File: src/rtl/elgamal_encrypt_decrypt_defines.svh
// ----------------------------------------------------------------------------
// ElGamal engine assertion macros
// Shared property wrappers, clocked on clk and disabled during reset.
// ----------------------------------------------------------------------------
`ifndef ELGAMAL_ENCRYPT_DECRYPT_DEFINES_SVH
`define ELGAMAL_ENCRYPT_DECRYPT_DEFINES_SVH

// same-cycle implication
`define ELG_ASSERT_IMPL(label, ante, cons) \
	label: assert property (@(posedge clk) disable iff (!arst_n) (ante) |-> (cons)) \
		else $error("elgamal: same-cycle check failed");

// next-cycle implication
`define ELG_ASSERT_NEXT(label, ante, cons) \
	label: assert property (@(posedge clk) disable iff (!arst_n) (ante) |=> (cons)) \
		else $error("elgamal: next-cycle check failed");

`endif

File: src/rtl/elg_pkg.sv
// ----------------------------------------------------------------------------
// ElGamal engine package
// Sequencer states, multiply kinds, register indexes and reset values.
// ----------------------------------------------------------------------------
`default_nettype none

package elg_pkg;

	localparam int DEFAULT_WIDTH = 32;

	localparam int RESET_MODULUS   = 23;
	localparam int RESET_GENERATOR = 5;
	localparam int RESET_PRIVATE   = 6;
	localparam int RESET_PUBLIC    = 8;

	// configuration register indexes
	localparam logic [1:0] REG_MODULUS   = 2'd0;
	localparam logic [1:0] REG_GENERATOR = 2'd1;
	localparam logic [1:0] REG_PRIVATE   = 2'd2;
	localparam logic [1:0] REG_PUBLIC    = 2'd3;

	// input operation codes
	localparam logic OP_ENCRYPT = 1'b0;
	localparam logic OP_DECRYPT = 1'b1;

	typedef enum logic [3:0] {
		S_IDLE,
		S_RED_MSG,
		S_RED_BASE,
		S_POW_CHK,
		S_MUL,
		S_EU_CHK,
		S_EU_DIV,
		S_DONE
	} state_t;

	// what a finished modular product is used for
	typedef enum logic [1:0] {
		MK_ACC,
		MK_SQR,
		MK_FIN
	} mul_kind_t;

endpackage

`default_nettype wire

File: src/rtl/elgamal_encrypt_decrypt.sv
// ----------------------------------------------------------------------------
// ElGamal encrypt / decrypt engine
// Bit-serial modular exponentiation, inversion and multiplication mod p.
// ----------------------------------------------------------------------------
//  channel | direction | handshake          | payload
//  cfg     | in        | cfg_valid/ready    | cfg_index, cfg_data
//  in      | in        | in_valid/in_stall  | operation, message, nonce, ciphers
//  out     | out       | out_valid/out_stall| result_first, result_second, no_inverse
//
//  One item at a time. Modular products run in the shared shift-and-add
//  unit; an exponent of n bits takes up to 2n products.
//  Encrypt: reductions + two exponentiations + one product.
//  Decrypt: reductions, one exponentiation, then Euclid steps, then one product.
//  Reset restores the register defaults; output stalls hold the result.
// ----------------------------------------------------------------------------
`default_nettype none

module elgamal_encrypt_decrypt #(
	parameter int WIDTH = elg_pkg::DEFAULT_WIDTH
) (
	input  wire logic             clk,
	input  wire logic             arst_n,
	// configuration
	input  wire logic             cfg_valid,
	output logic                  cfg_ready,
	input  wire logic [1:0]       cfg_index,
	input  wire logic [WIDTH-1:0] cfg_data,
	// input items
	input  wire logic             in_valid,
	output logic                  in_stall,
	input  wire logic             operation,
	input  wire logic [WIDTH-1:0] message,
	input  wire logic [WIDTH-1:0] nonce,
	input  wire logic [WIDTH-1:0] first_cipher,
	input  wire logic [WIDTH-1:0] second_cipher,
	// results
	output logic                  out_valid,
	input  wire logic             out_stall,
	output logic [WIDTH-1:0]      result_first,
	output logic [WIDTH-1:0]      result_second,
	output logic                  no_inverse
);

	`include "elgamal_encrypt_decrypt_defines.svh"

	localparam int CW = $clog2(WIDTH + 1);

	elg_pkg::state_t    state_q, state_d;
	elg_pkg::mul_kind_t kind_q;

	// configuration registers
	logic [WIDTH-1:0] p_q, g_q, x_q, y_q;

	// item registers
	logic             op_q, pass_q, flag_q;
	logic [WIDTH-1:0] c1_q, k_q, msg_q, src_q, red_q;
	logic [WIDTH-1:0] base_q, acc_q, exp_q, res1_q;
	logic [WIDTH-1:0] res_first_q, res_second_q;

	// shared shift-and-add unit
	logic [WIDTH-1:0] mul_a_q, mul_b_q, prod_q;
	logic             ph_q, qbit_q;
	logic [CW-1:0]    cnt_q;

	// Euclid registers
	logic [WIDTH-1:0] r0_q, r1_q, t0_q, t1_q, rem_q, div_q;

	// output register
	logic             out_valid_q, no_inverse_q;
	logic [WIDTH-1:0] result_first_q, result_second_q;

	logic in_take, out_load;

	// doubling and addition mod p
	logic [WIDTH:0]   dbl_sum, add_sum, red_sh, rem_sh;
	logic [WIDTH-1:0] dbl_mod, add_mod, red_nx, rem_nx;
	logic             rem_ge;

	assign dbl_sum = {1'b0, prod_q} + {1'b0, prod_q};
	assign dbl_mod = (dbl_sum >= {1'b0, p_q}) ? WIDTH'(dbl_sum - {1'b0, p_q})
		: dbl_sum[WIDTH-1:0];
	assign add_sum = {1'b0, prod_q} + {1'b0, mul_a_q};
	assign add_mod = (add_sum >= {1'b0, p_q}) ? WIDTH'(add_sum - {1'b0, p_q})
		: add_sum[WIDTH-1:0];

	// one bit of a reduction mod p
	assign red_sh = {red_q, src_q[WIDTH-1]};
	assign red_nx = (red_sh >= {1'b0, p_q}) ? WIDTH'(red_sh - {1'b0, p_q})
		: red_sh[WIDTH-1:0];

	// one bit of a restoring division by r1
	assign rem_sh = {rem_q, div_q[WIDTH-1]};
	assign rem_ge = (rem_sh >= {1'b0, r1_q});
	assign rem_nx = rem_ge ? WIDTH'(rem_sh - {1'b0, r1_q}) : rem_sh[WIDTH-1:0];

	// handshake outputs
	always_comb begin
		in_stall  = (state_q != elg_pkg::S_IDLE);
		in_take   = in_valid && !in_stall;
		out_load  = (state_q == elg_pkg::S_DONE) && (!out_valid_q || !out_stall);
		cfg_ready = 1'b1;
	end

	// next state
	always_comb begin
		state_d = state_q;
		unique case (state_q)
			elg_pkg::S_IDLE: begin
				if (in_take)
					state_d = (p_q < WIDTH'(2)) ? elg_pkg::S_DONE : elg_pkg::S_RED_MSG;
			end
			elg_pkg::S_RED_MSG: begin
				if (cnt_q == '0)
					state_d = elg_pkg::S_RED_BASE;
			end
			elg_pkg::S_RED_BASE: begin
				if (cnt_q == '0)
					state_d = elg_pkg::S_POW_CHK;
			end
			elg_pkg::S_POW_CHK: begin
				if (exp_q != '0)
					state_d = elg_pkg::S_MUL;
				else if (op_q == elg_pkg::OP_ENCRYPT)
					state_d = pass_q ? elg_pkg::S_MUL : elg_pkg::S_RED_BASE;
				else
					state_d = (acc_q == '0) ? elg_pkg::S_MUL : elg_pkg::S_EU_CHK;
			end
			elg_pkg::S_MUL: begin
				if (cnt_q == '0) begin
					unique case (kind_q)
						elg_pkg::MK_ACC: state_d = elg_pkg::S_MUL;
						elg_pkg::MK_SQR: state_d = elg_pkg::S_POW_CHK;
						default:         state_d = elg_pkg::S_DONE;
					endcase
				end
			end
			elg_pkg::S_EU_CHK: begin
				state_d = (r1_q == '0) ? elg_pkg::S_MUL : elg_pkg::S_EU_DIV;
			end
			elg_pkg::S_EU_DIV: begin
				if (cnt_q == '0)
					state_d = elg_pkg::S_EU_CHK;
			end
			elg_pkg::S_DONE: begin
				if (out_load)
					state_d = elg_pkg::S_IDLE;
			end
			default: state_d = elg_pkg::S_IDLE;
		endcase
	end

	// state and control registers
	always_ff @(posedge clk or negedge arst_n) begin
		if (!arst_n) begin
			state_q     <= elg_pkg::S_IDLE;
			out_valid_q <= 1'b0;
			p_q         <= WIDTH'(elg_pkg::RESET_MODULUS);
			g_q         <= WIDTH'(elg_pkg::RESET_GENERATOR);
			x_q         <= WIDTH'(elg_pkg::RESET_PRIVATE);
			y_q         <= WIDTH'(elg_pkg::RESET_PUBLIC);
		end else begin
			state_q <= state_d;
			if (out_load)
				out_valid_q <= 1'b1;
			else if (!out_stall)
				out_valid_q <= 1'b0;
			// register writes
			if (cfg_valid && cfg_ready) begin
				unique case (cfg_index)
					elg_pkg::REG_MODULUS:   p_q <= cfg_data;
					elg_pkg::REG_GENERATOR: g_q <= cfg_data;
					elg_pkg::REG_PRIVATE:   x_q <= cfg_data;
					default:                y_q <= cfg_data;
				endcase
			end
		end
	end

	// datapath
	always_ff @(posedge clk) begin
		unique case (state_q)
			elg_pkg::S_IDLE: begin
				if (in_take) begin
					op_q         <= operation;
					src_q        <= operation ? second_cipher : message;
					c1_q         <= first_cipher;
					k_q          <= operation ? x_q : nonce;
					pass_q       <= 1'b0;
					flag_q       <= 1'b0;
					red_q        <= '0;
					cnt_q        <= CW'(WIDTH);
					res_first_q  <= '0;
					res_second_q <= '0;
				end
			end
			elg_pkg::S_RED_MSG: begin
				if (cnt_q != '0) begin
					red_q <= red_nx;
					src_q <= src_q << 1;
					cnt_q <= cnt_q - CW'(1);
				end else begin
					msg_q <= red_q;
					src_q <= op_q ? c1_q : g_q;
					red_q <= '0;
					cnt_q <= CW'(WIDTH);
				end
			end
			elg_pkg::S_RED_BASE: begin
				if (cnt_q != '0) begin
					red_q <= red_nx;
					src_q <= src_q << 1;
					cnt_q <= cnt_q - CW'(1);
				end else begin
					base_q <= red_q;
					acc_q  <= WIDTH'(1);
					exp_q  <= k_q;
				end
			end
			elg_pkg::S_POW_CHK: begin
				prod_q <= '0;
				ph_q   <= 1'b0;
				cnt_q  <= CW'(WIDTH);
				if (exp_q != '0) begin
					mul_a_q <= base_q;
					mul_b_q <= exp_q[0] ? acc_q : base_q;
					kind_q  <= exp_q[0] ? elg_pkg::MK_ACC : elg_pkg::MK_SQR;
				end else if (op_q == elg_pkg::OP_ENCRYPT) begin
					if (!pass_q) begin
						res1_q <= acc_q;
						pass_q <= 1'b1;
						src_q  <= y_q;
						red_q  <= '0;
					end else begin
						mul_a_q <= msg_q;
						mul_b_q <= acc_q;
						kind_q  <= elg_pkg::MK_FIN;
					end
				end else if (acc_q == '0) begin
					// zero secret: take the inverse as one
					flag_q  <= 1'b1;
					mul_a_q <= msg_q;
					mul_b_q <= WIDTH'(1);
					kind_q  <= elg_pkg::MK_FIN;
				end else begin
					r0_q <= p_q;
					r1_q <= acc_q;
					t0_q <= '0;
					t1_q <= WIDTH'(1);
				end
			end
			elg_pkg::S_MUL: begin
				if (cnt_q != '0) begin
					if (!ph_q) begin
						prod_q <= dbl_mod;
						ph_q   <= 1'b1;
					end else begin
						if (mul_b_q[WIDTH-1])
							prod_q <= add_mod;
						mul_b_q <= mul_b_q << 1;
						cnt_q   <= cnt_q - CW'(1);
						ph_q    <= 1'b0;
					end
				end else begin
					unique case (kind_q)
						elg_pkg::MK_ACC: begin
							acc_q   <= prod_q;
							mul_a_q <= base_q;
							mul_b_q <= base_q;
							prod_q  <= '0;
							cnt_q   <= CW'(WIDTH);
							kind_q  <= elg_pkg::MK_SQR;
						end
						elg_pkg::MK_SQR: begin
							base_q <= prod_q;
							exp_q  <= exp_q >> 1;
						end
						default: begin
							if (op_q == elg_pkg::OP_ENCRYPT) begin
								res_first_q  <= res1_q;
								res_second_q <= prod_q;
							end else begin
								res_first_q  <= prod_q;
								res_second_q <= '0;
							end
						end
					endcase
				end
			end
			elg_pkg::S_EU_CHK: begin
				prod_q <= '0;
				ph_q   <= 1'b0;
				cnt_q  <= CW'(WIDTH);
				if (r1_q == '0) begin
					// gcd other than one: no inverse
					if (r0_q != WIDTH'(1))
						flag_q <= 1'b1;
					mul_a_q <= msg_q;
					mul_b_q <= (r0_q != WIDTH'(1)) ? WIDTH'(1) : t0_q;
					kind_q  <= elg_pkg::MK_FIN;
				end else begin
					rem_q   <= '0;
					div_q   <= r0_q;
					mul_a_q <= t1_q;
				end
			end
			elg_pkg::S_EU_DIV: begin
				// quotient bits build q*t1 mod p as they appear
				if (cnt_q != '0) begin
					if (!ph_q) begin
						rem_q  <= rem_nx;
						qbit_q <= rem_ge;
						prod_q <= dbl_mod;
						ph_q   <= 1'b1;
					end else begin
						if (qbit_q)
							prod_q <= add_mod;
						div_q <= div_q << 1;
						cnt_q <= cnt_q - CW'(1);
						ph_q  <= 1'b0;
					end
				end else begin
					// t1 = t0 - q*t1 mod p, kept below p
					t1_q <= (t0_q >= prod_q) ? t0_q - prod_q : t0_q + (p_q - prod_q);
					t0_q <= t1_q;
					r0_q <= r1_q;
					r1_q <= rem_q;
				end
			end
			default: begin
			end
		endcase

		if (out_load) begin
			result_first_q  <= res_first_q;
			result_second_q <= res_second_q;
			no_inverse_q    <= flag_q;
		end
	end

	assign out_valid     = out_valid_q;
	assign result_first  = result_first_q;
	assign result_second = result_second_q;
	assign no_inverse    = no_inverse_q;

	// checks
	`ELG_ASSERT_NEXT(a_take_leaves_idle, in_take, state_q != elg_pkg::S_IDLE)
	`ELG_ASSERT_IMPL(a_prod_reduced, state_q == elg_pkg::S_MUL, prod_q < p_q)
	`ELG_ASSERT_IMPL(a_rem_below_div, state_q == elg_pkg::S_EU_DIV, rem_q < r1_q)
	`ELG_ASSERT_IMPL(a_red_reduced,
		state_q == elg_pkg::S_RED_MSG || state_q == elg_pkg::S_RED_BASE, red_q < p_q)

endmodule

`default_nettype wire

File: config.mk
export PLATFORM = sky130hd
export DESIGN_NAME = elgamal_encrypt_decrypt
export DESIGN_NICKNAME = d
export VERILOG_FILES = /design/src/rtl/elg_pkg.sv /design/src/rtl/elgamal_encrypt_decrypt.sv
export VERILOG_INCLUDE_DIRS = /design/src /design/src/rtl
export SDC_FILE = /design/constraint.sdc
export NUM_CORES = 2
export LEC_CHECK = 0
export ABC_AREA = 0
export BUFFER_PORTS_ARGS = -buffer_cell sky130_fd_sc_hd__buf_4
export CAP_MARGIN = 20
export CORE_ASPECT_RATIO = 1.1
export CORE_MARGIN = 2
export CORE_UTILIZATION = 24
export CTS_CLUSTER_SIZE = 10
export DETAILED_ROUTE_END_ITERATION = 6
export PLACE_DENSITY_LB_ADDON = 0.1
export RECOVER_POWER = 25
export SYNTH_ARGS = -nofsm -noshare
export SYNTH_HDL_FRONTEND = slang
export SYNTH_SLANG_ARGS = --single-unit
File: constraint.sdc
create_clock -name clk -period 6.8 [get_ports clk]
set_input_delay 1.02 -clock clk [delete_from_list [all_inputs] [get_ports clk]]
set_output_delay 1.02 -clock clk [all_outputs]
set_load 0.01 [all_outputs]
---- Word-level counts from Yosys, hierarchy flattened ----
Cells that the tools add are included.
word-level totals
  flip-flop bits (word level) ............. 851
operators by class
  $add $sub $neg .......................... 10
  $lt $le $gt $ge ......................... 6
  eq/ne operators ......................... 44
  muxes and demuxes ....................... 142
  bitwise logic cells ..................... 6
  reduce and logical (&&, ||, !) cells .... 54
operator list
  operator               number
  $mux W32               80
  $pmux W32 S2           11
  $pmux W32 S3           3
  $pmux W32 S4           2
  $sub A32 B32 Y32       6
  $ge A33 B32 Y1         4
  $add A32 B32 Y33       2
  $logic_not A32 Y1      2
  $ne A2 B2 Y1 const B   25
  $mux W6                7
  $pmux W6 S6            1
  $add A32 B32 Y32       1
  $ge A32 B32 Y1         1
  $lt A32 B2 Y1 const B  1
  $ne A32 B1 Y1 const B  1
  $pmux W4 S8            1
  $reduce_bool A32 Y1    1
  $reduce_and A4 Y1      7
  $mux W4                6
  $reduce_and A6 Y1      4
  $reduce_and A5 Y1      4
  $eq A4 B3 Y1 const B   4
  $mux W2                8
  $mux W1                14
  29 further kinds       66

---- Longest topological paths before layout ----
  depth after elaboration ................. 7
  gate-level depth with buffers ........... 23
  mapped depth without buffers ............ 22

---- Worst setup path before layout ----
No wires, ideal clock.
  path kind ............................... reg2reg
  from .................................... reg cnt_q[0]
  to ...................................... reg base_q[0] (enable)
  library setup time ...................... 0.582 ns
  arrival time ............................ 6.381 ns
  path slack .............................. -0.162 ns
  cell stages (with the launch flop) ...... 9
  buffers on the path ..................... 3
  clock period less this slack ............ 6.962 ns
  cells stage by stage .................... edfxtp_1 inv_1 ha_1 nand2_1 or3_1 clkbuf_1 buf_1 clkbuf_1 a211oi_1
between the ends
  longest elaborated chain between the ends .. 3
  elaborated cells between the ends (all ways) .. 4
RTL lines
  element                          RTL line                                                        source
  start: declaration               elgamal_encrypt_decrypt.sv:63                                   logic [CW-1:0] cnt_q;
  start signal: assignment         elgamal_encrypt_decrypt.sv:191                                  cnt_q <= CW'(WIDTH);
  start signal: assignment         elgamal_encrypt_decrypt.sv:200                                  cnt_q <= cnt_q - CW'(1);
  start signal: assignment         elgamal_encrypt_decrypt.sv:205                                  cnt_q <= CW'(WIDTH);
  $reduce_bool A6 Y1 (*)           elgamal_encrypt_decrypt.sv:209, elgamal_encrypt_decrypt.sv:252
  $ne A2 B2 Y1 (no line)           n/a
  $reduce_and A4 Y1 (no line) (*)  n/a
  end signal: assignment           elgamal_encrypt_decrypt.sv:214                                  base_q <= red_q;
  end signal: assignment           elgamal_encrypt_decrypt.sv:274                                  base_q <= prod_q;
  end: declaration                 elgamal_encrypt_decrypt.sv:57                                   logic [WIDTH-1:0] base_q, acc_q, exp_q, res1_q;
Mark *: on every way between the ends. The rest lies on a longest branch, timed or not.
A chain may end at the register's enable or synchronous reset.

---- Worst setup path in the final report ----
  from .................................... reg prod_q[2]
  to ...................................... reg prod_q[29], data pin
between the ends
  longest elaborated chain between the ends .. 7
  elaborated cells between the ends (all ways) .. 15
RTL lines
  element                                                    RTL line                                                        source
  start: declaration                                         elgamal_encrypt_decrypt.sv:61                                   logic [WIDTH-1:0] mul_a_q, mul_b_q, prod_q;
  start signal: assignment                                   elgamal_encrypt_decrypt.sv:254                                  prod_q <= dbl_mod;
  start signal: assignment                                   elgamal_encrypt_decrypt.sv:258                                  prod_q <= add_mod;
  start signal: assignment                                   elgamal_encrypt_decrypt.sv:312                                  prod_q <= dbl_mod;
  $add A32 B32 Y33                                           elgamal_encrypt_decrypt.sv:82                                   assign add_sum = {1'b0, prod_q} + {1'b0, mul_a_q};
  $sub A32 B32 Y32 / $ge A33 B32 Y1 (equally long branches)  elgamal_encrypt_decrypt.sv:83                                   assign add_mod = (add_sum >= {1'b0, p_q}) ? WIDTH'(add_sum - {1'b0, p_q})
  $mux W32                                                   elgamal_encrypt_decrypt.sv:83
  $mux W32 (on tied branches)                                elgamal_encrypt_decrypt.sv:315, elgamal_encrypt_decrypt.sv:257
  $mux W32 (on tied branches)                                elgamal_encrypt_decrypt.sv:309, elgamal_encrypt_decrypt.sv:253
  $mux W32 (on tied branches)                                elgamal_encrypt_decrypt.sv:308, elgamal_encrypt_decrypt.sv:252
  $pmux W32 S3 (*)                                           elgamal_encrypt_decrypt.sv:181                                  unique case (state_q)
Mark *: on every way between the ends. The rest lies on a longest branch, timed or not. The select of a mux whose other input is x is not followed.

==> results.py <==
metrics = {
    "power_and_ir_drop": {
        "leakagePower_uw": 0.0227,
        "internal_power_uw": 17000,
        "peakVddDrop_mv": 0.396,
        "p_per_area_nw_per_um2": 545,
        "pwr-share-comb_pct": 55.3,
        "power.switching_uw": 14000,
        "swShare_pct": 45.1,
        "clockPowerShare_pct": 18.0,
        "power_frac_seq_pct": 26.7,
    },
    "layout": {
        "syn2layout_area_growth_pct": 17.6,
        "fin_nets": 5254,
        "design_area_um2": 56800,
        "multi_input_area_um2": 21700,
        "final-seq-area_um2": 24900,
        "fill_cells": 20975,
        "drive_gt1_share_pct": 13.5,
    },
    "clock_tree": {
        "htree_num_levels": 3,
        "cts_resized": 0,
        "cts.sinks": 850,
        "cts_root_buf": "clkbuf_16",
        "tritoncts": "done",
        "numCtsBuffers": 106,
        "insertion_delay_ns": 0.76,
        "clockBufferDepth": 3,
        "hold_buffers": 0,
        "post-cts-setup-buffers": 0,
        "clk_pin_slew_worst_paths_ns": 0.06,
    },
    "sta": {
        "slew_headroom_pct": -187,
        "slew_violations": 444,
        "clock_skew_ns": 0.0362,
        "hold_viol": 0,
        "period_needed_ns": 6.06,
        "worstMarginPinSlew_ns": 4.30,
        "grt_setup_unrepaired": "false",
        "fin_crit_sh_pct": 89.1,
        "setup_tns_ns": 0,
        "setup_viol": 0,
        "timing.fmax_mhz": 165,
    },
    "floorplan": {
        "fp.dieW_um": 432,
        "ioPinCount": 236,
        "num_rows": 172,
        "start_util_pct": 24.2,
        "fp.dieH_um": 475,
        "core_region_area_um2": 200000,
        "die_area_um2": 205000,
    },
    "grt": {
        "grt-ovfl-total": 0,
        "grt_max_degree": 86,
        "grt_pass1_wl_mm": 269,
        "grt_pass1_vias": 37245,
        "grt_antenna_before_repair": 23,
        "grt.total_usage_pct": 18.0,
    },
    "logic_synthesis": {
        "yosys.cell_types.count": 92,
        "synth-edff-count": 718,
        "synth-main-ff-cell": "edfxtp_1",
        "synthCells": 4583,
        "avgSynthCellArea_um2": 10.5,
        "syn-num-nets": 5012,
        "netlist_area_um2": 48300,
        "synth_top_area_share_pct": 44.6,
        "async_flop_share_pct": 15.5,
        "synth-seq-area-share_pct": 51.5,
        "synthTopCellsByArea": "edfxtp_1 (45%), dfrtp_1 (6.4%), ha_1 (5.8%), nand2_1 (4.9%), mux2i_1 (3.8%)",
        "yosys.area.top_type": "edfxtp_1",
        "netlist_top_cells_count": "edfxtp_1 (718), nand2_1 (630), a21oi_1 (357)",
        "synth_seq_cells": 850,
        "yosysWarningCount": 0,
        "yosysMostFrequentCell": "edfxtp_1",
    },
    "critical_path": {
        "worstPathArrival_ns": 6.49,
        "rr_endpoint": "prod_q[29]$_DFFE_PP_",
        "r2r_setup_slack_ns": 0.74,
        "reg2reg_from": "prod_q[2]$_DFFE_PP_",
        "worstSetupStartpointType": "flop",
        "criticalPathCategory": "flop to flop",
        "cp_slowest_stage_delay_ns": 0.61,
        "crit_required_ns": 7.24,
        "worstPathMaxFanout": 34,
        "reg2regPathDepth": 20,
        "cp_cell_sequence": "ha_1 -> o21ai_0 -> o21ai_0 -> a21oi_1 -> a21oi_1 -> a21oi_1 -> o21ai_1 -> a311oi_1 -> nor3_1 -> ha_1 -> and3_1 -> nand4_1 -> nor2_1 -> a311oi_2 -> o31ai_4 -> a211oi_4 -> buf_12 -> nor2_1 -> a21oi_1 -> a221oi_1",
        "crit_start": "prod_q[2]$_DFFE_PP_",
        "crit_top_cell": "a21oi_1",
        "cp-end-kind": "flop",
        "crit_slowest_cell": "a21oi_1",
    },
    "route": {
        "drc": 2,
        "drt_iter0_markers": 2325,
        "num_vias": 36304,
        "dr.pass1.iters": 7,
        "postRouteAntennaNets": 0,
        "totalWireLength_mm": 187,
        "viasPerCell": 4.83,
        "wl_per_cell_um": 24.9,
    },
    "placement": {
        "gp_congestion": 0.868,
        "dp.final_hpwl_mm": 141,
        "port_buffers": 234,
        "placed_area_um2": 53600,
    },
    "hold_path": {
        "min_path_cells": 0,
        "holdPathEnd": "result_first[17]$_DFFE_PP_",
        "hold_class": "flop to flop",
        "hp-start": "res_first_q[17]$_SDFFCE_PN0P_",
    },
    "outcome": {
        "status": "finished with violations",
        "violations": "design-rule violations, max-capacitance violations, max-slew violations",
    },
    "job": {
        "drv_cap": 9,
    },
}
worst max-delay path by stage:
stage	cells past startpoint	slack [ns]	end
final	20	0.74	prod_q[29]$_DFFE_PP_
after global routing	20	0.41	prod_q[9]$_DFFE_PP_
after detailed placement	22	0.84	prod_q[9]$_DFFE_PP_
after global placement	20	0.97	prod_q[9]$_DFFE_PP_
after floorplan	8	0.27	res_first_q[0]$_SDFFCE_PN0P_
after CTS	19	0.83	prod_q[31]$_DFFE_PP_
critical path: cells and delay by family, from the launching register on:
family | cells | cell delay (ns)
adder cells (fa/ha/maj) | 2 | 0.79
flip-flops | 1 | 0.51
buffers and inverters | 1 | 0.26
AND/OR/NAND/NOR | 5 | 0.93
AO/OA/AOI/OAI | 12 | 3.19
metrics by stage:
step	cells	total power [µW]	worst slack, ns	hold WS (ns)	util, %
after global routing	7514	33200	0.406	0.420	28.4
after global placement	7325	25600	0.975	0.403	26.8
after CTS	7513	31300	0.825	0.288	28.5
after detailed placement	7327	25500	0.839	0.405	26.8
after floorplan	4583	20100	0.270	0.400	-
final	7517	31000	0.744	0.417	28.4
layout make-up:
class,count,share of cell area [%]
timing repair buffer,332,4.46
multi-input combinational,3220,38.1
inverter,315,2.08
tap,2610,5.75
antenna,4,0.0176
clock inverter,32,0.555
clock buffer,154,5.25
sequential,850,43.8
power by group through the flow:
stage          Combinational, µW  Clock, µW  Sequential, µW
6_report                   17100       5580            8250
3_5_place_dp               17200          0            8350
4_1_cts                    17200       5780            8260
2_1_floorplan              12200          0            7910
3_3_place_gp               17300          0            8340
5_1_grt                    18900       5940            8350
kinds of logic (layout without fill, tap and decap cells):
logic type / Yosys count / in the layout / synth area share, %
flops: 850 / 850 / 51.5
other cells: 1 / 5 / 0.00776
buf+inv: 513 / 833 / 4.14
simple gates: 1360 / 1360 / 12.5
compound gates: 1106 / 1106 / 14.5
mux: 313 / 313 / 6.81
xor+xnor: 179 / 179 / 3.24
fa+ha+maj: 261 / 261 / 7.33
per-layer routing:
| metal | global-route usage [%] | routed length [µm] | vias up |
|---|---|---|---|
| li1 | - | - | 17176 |
| met1 | 23.0 | 82500 | 18079 |
| met2 | 31.3 | 92200 | 806 |
| met3 | 2.57 | 7600 | 221 |
| met4 | 5.30 | 4920 | 22 |
| met5 | 0 | 153 | - |
cell usage in the layout (no fill, tap or decap), types with 25 or more instances in the layout:
| cell type | n |
|---|---|
| a211oi_1 | 75 |
| a21oi_1 | 354 |
| ha_1 | 224 |
| nor2_1 | 321 |
| fa_1 | 37 |
| a222oi_1 | 32 |
| nand2b_1 | 35 |
| mux2i_1 | 185 |
| nor3_1 | 54 |
| clkbuf_1 | 54 |
| o21bai_1 | 34 |
| o21ai_0 | 281 |
| inv_1 | 313 |
| o21a_1 | 29 |
| a21o_1 | 95 |
| nand4_1 | 42 |
| xor2_1 | 69 |
| and3_1 | 55 |
| buf_4 | 275 |
| nor2b_1 | 25 |
| nor4_1 | 49 |
| edfxtp_1 | 718 |
| a31oi_1 | 27 |
| clkbuf_4 | 30 |
| mux2_2 | 128 |
| dfrtp_1 | 122 |
| nand3_1 | 56 |
| xnor2_1 | 110 |
| clkbuf_16 | 109 |
| nand2_1 | 629 |
No activity file was read; power rests on OpenSTA's default activity.
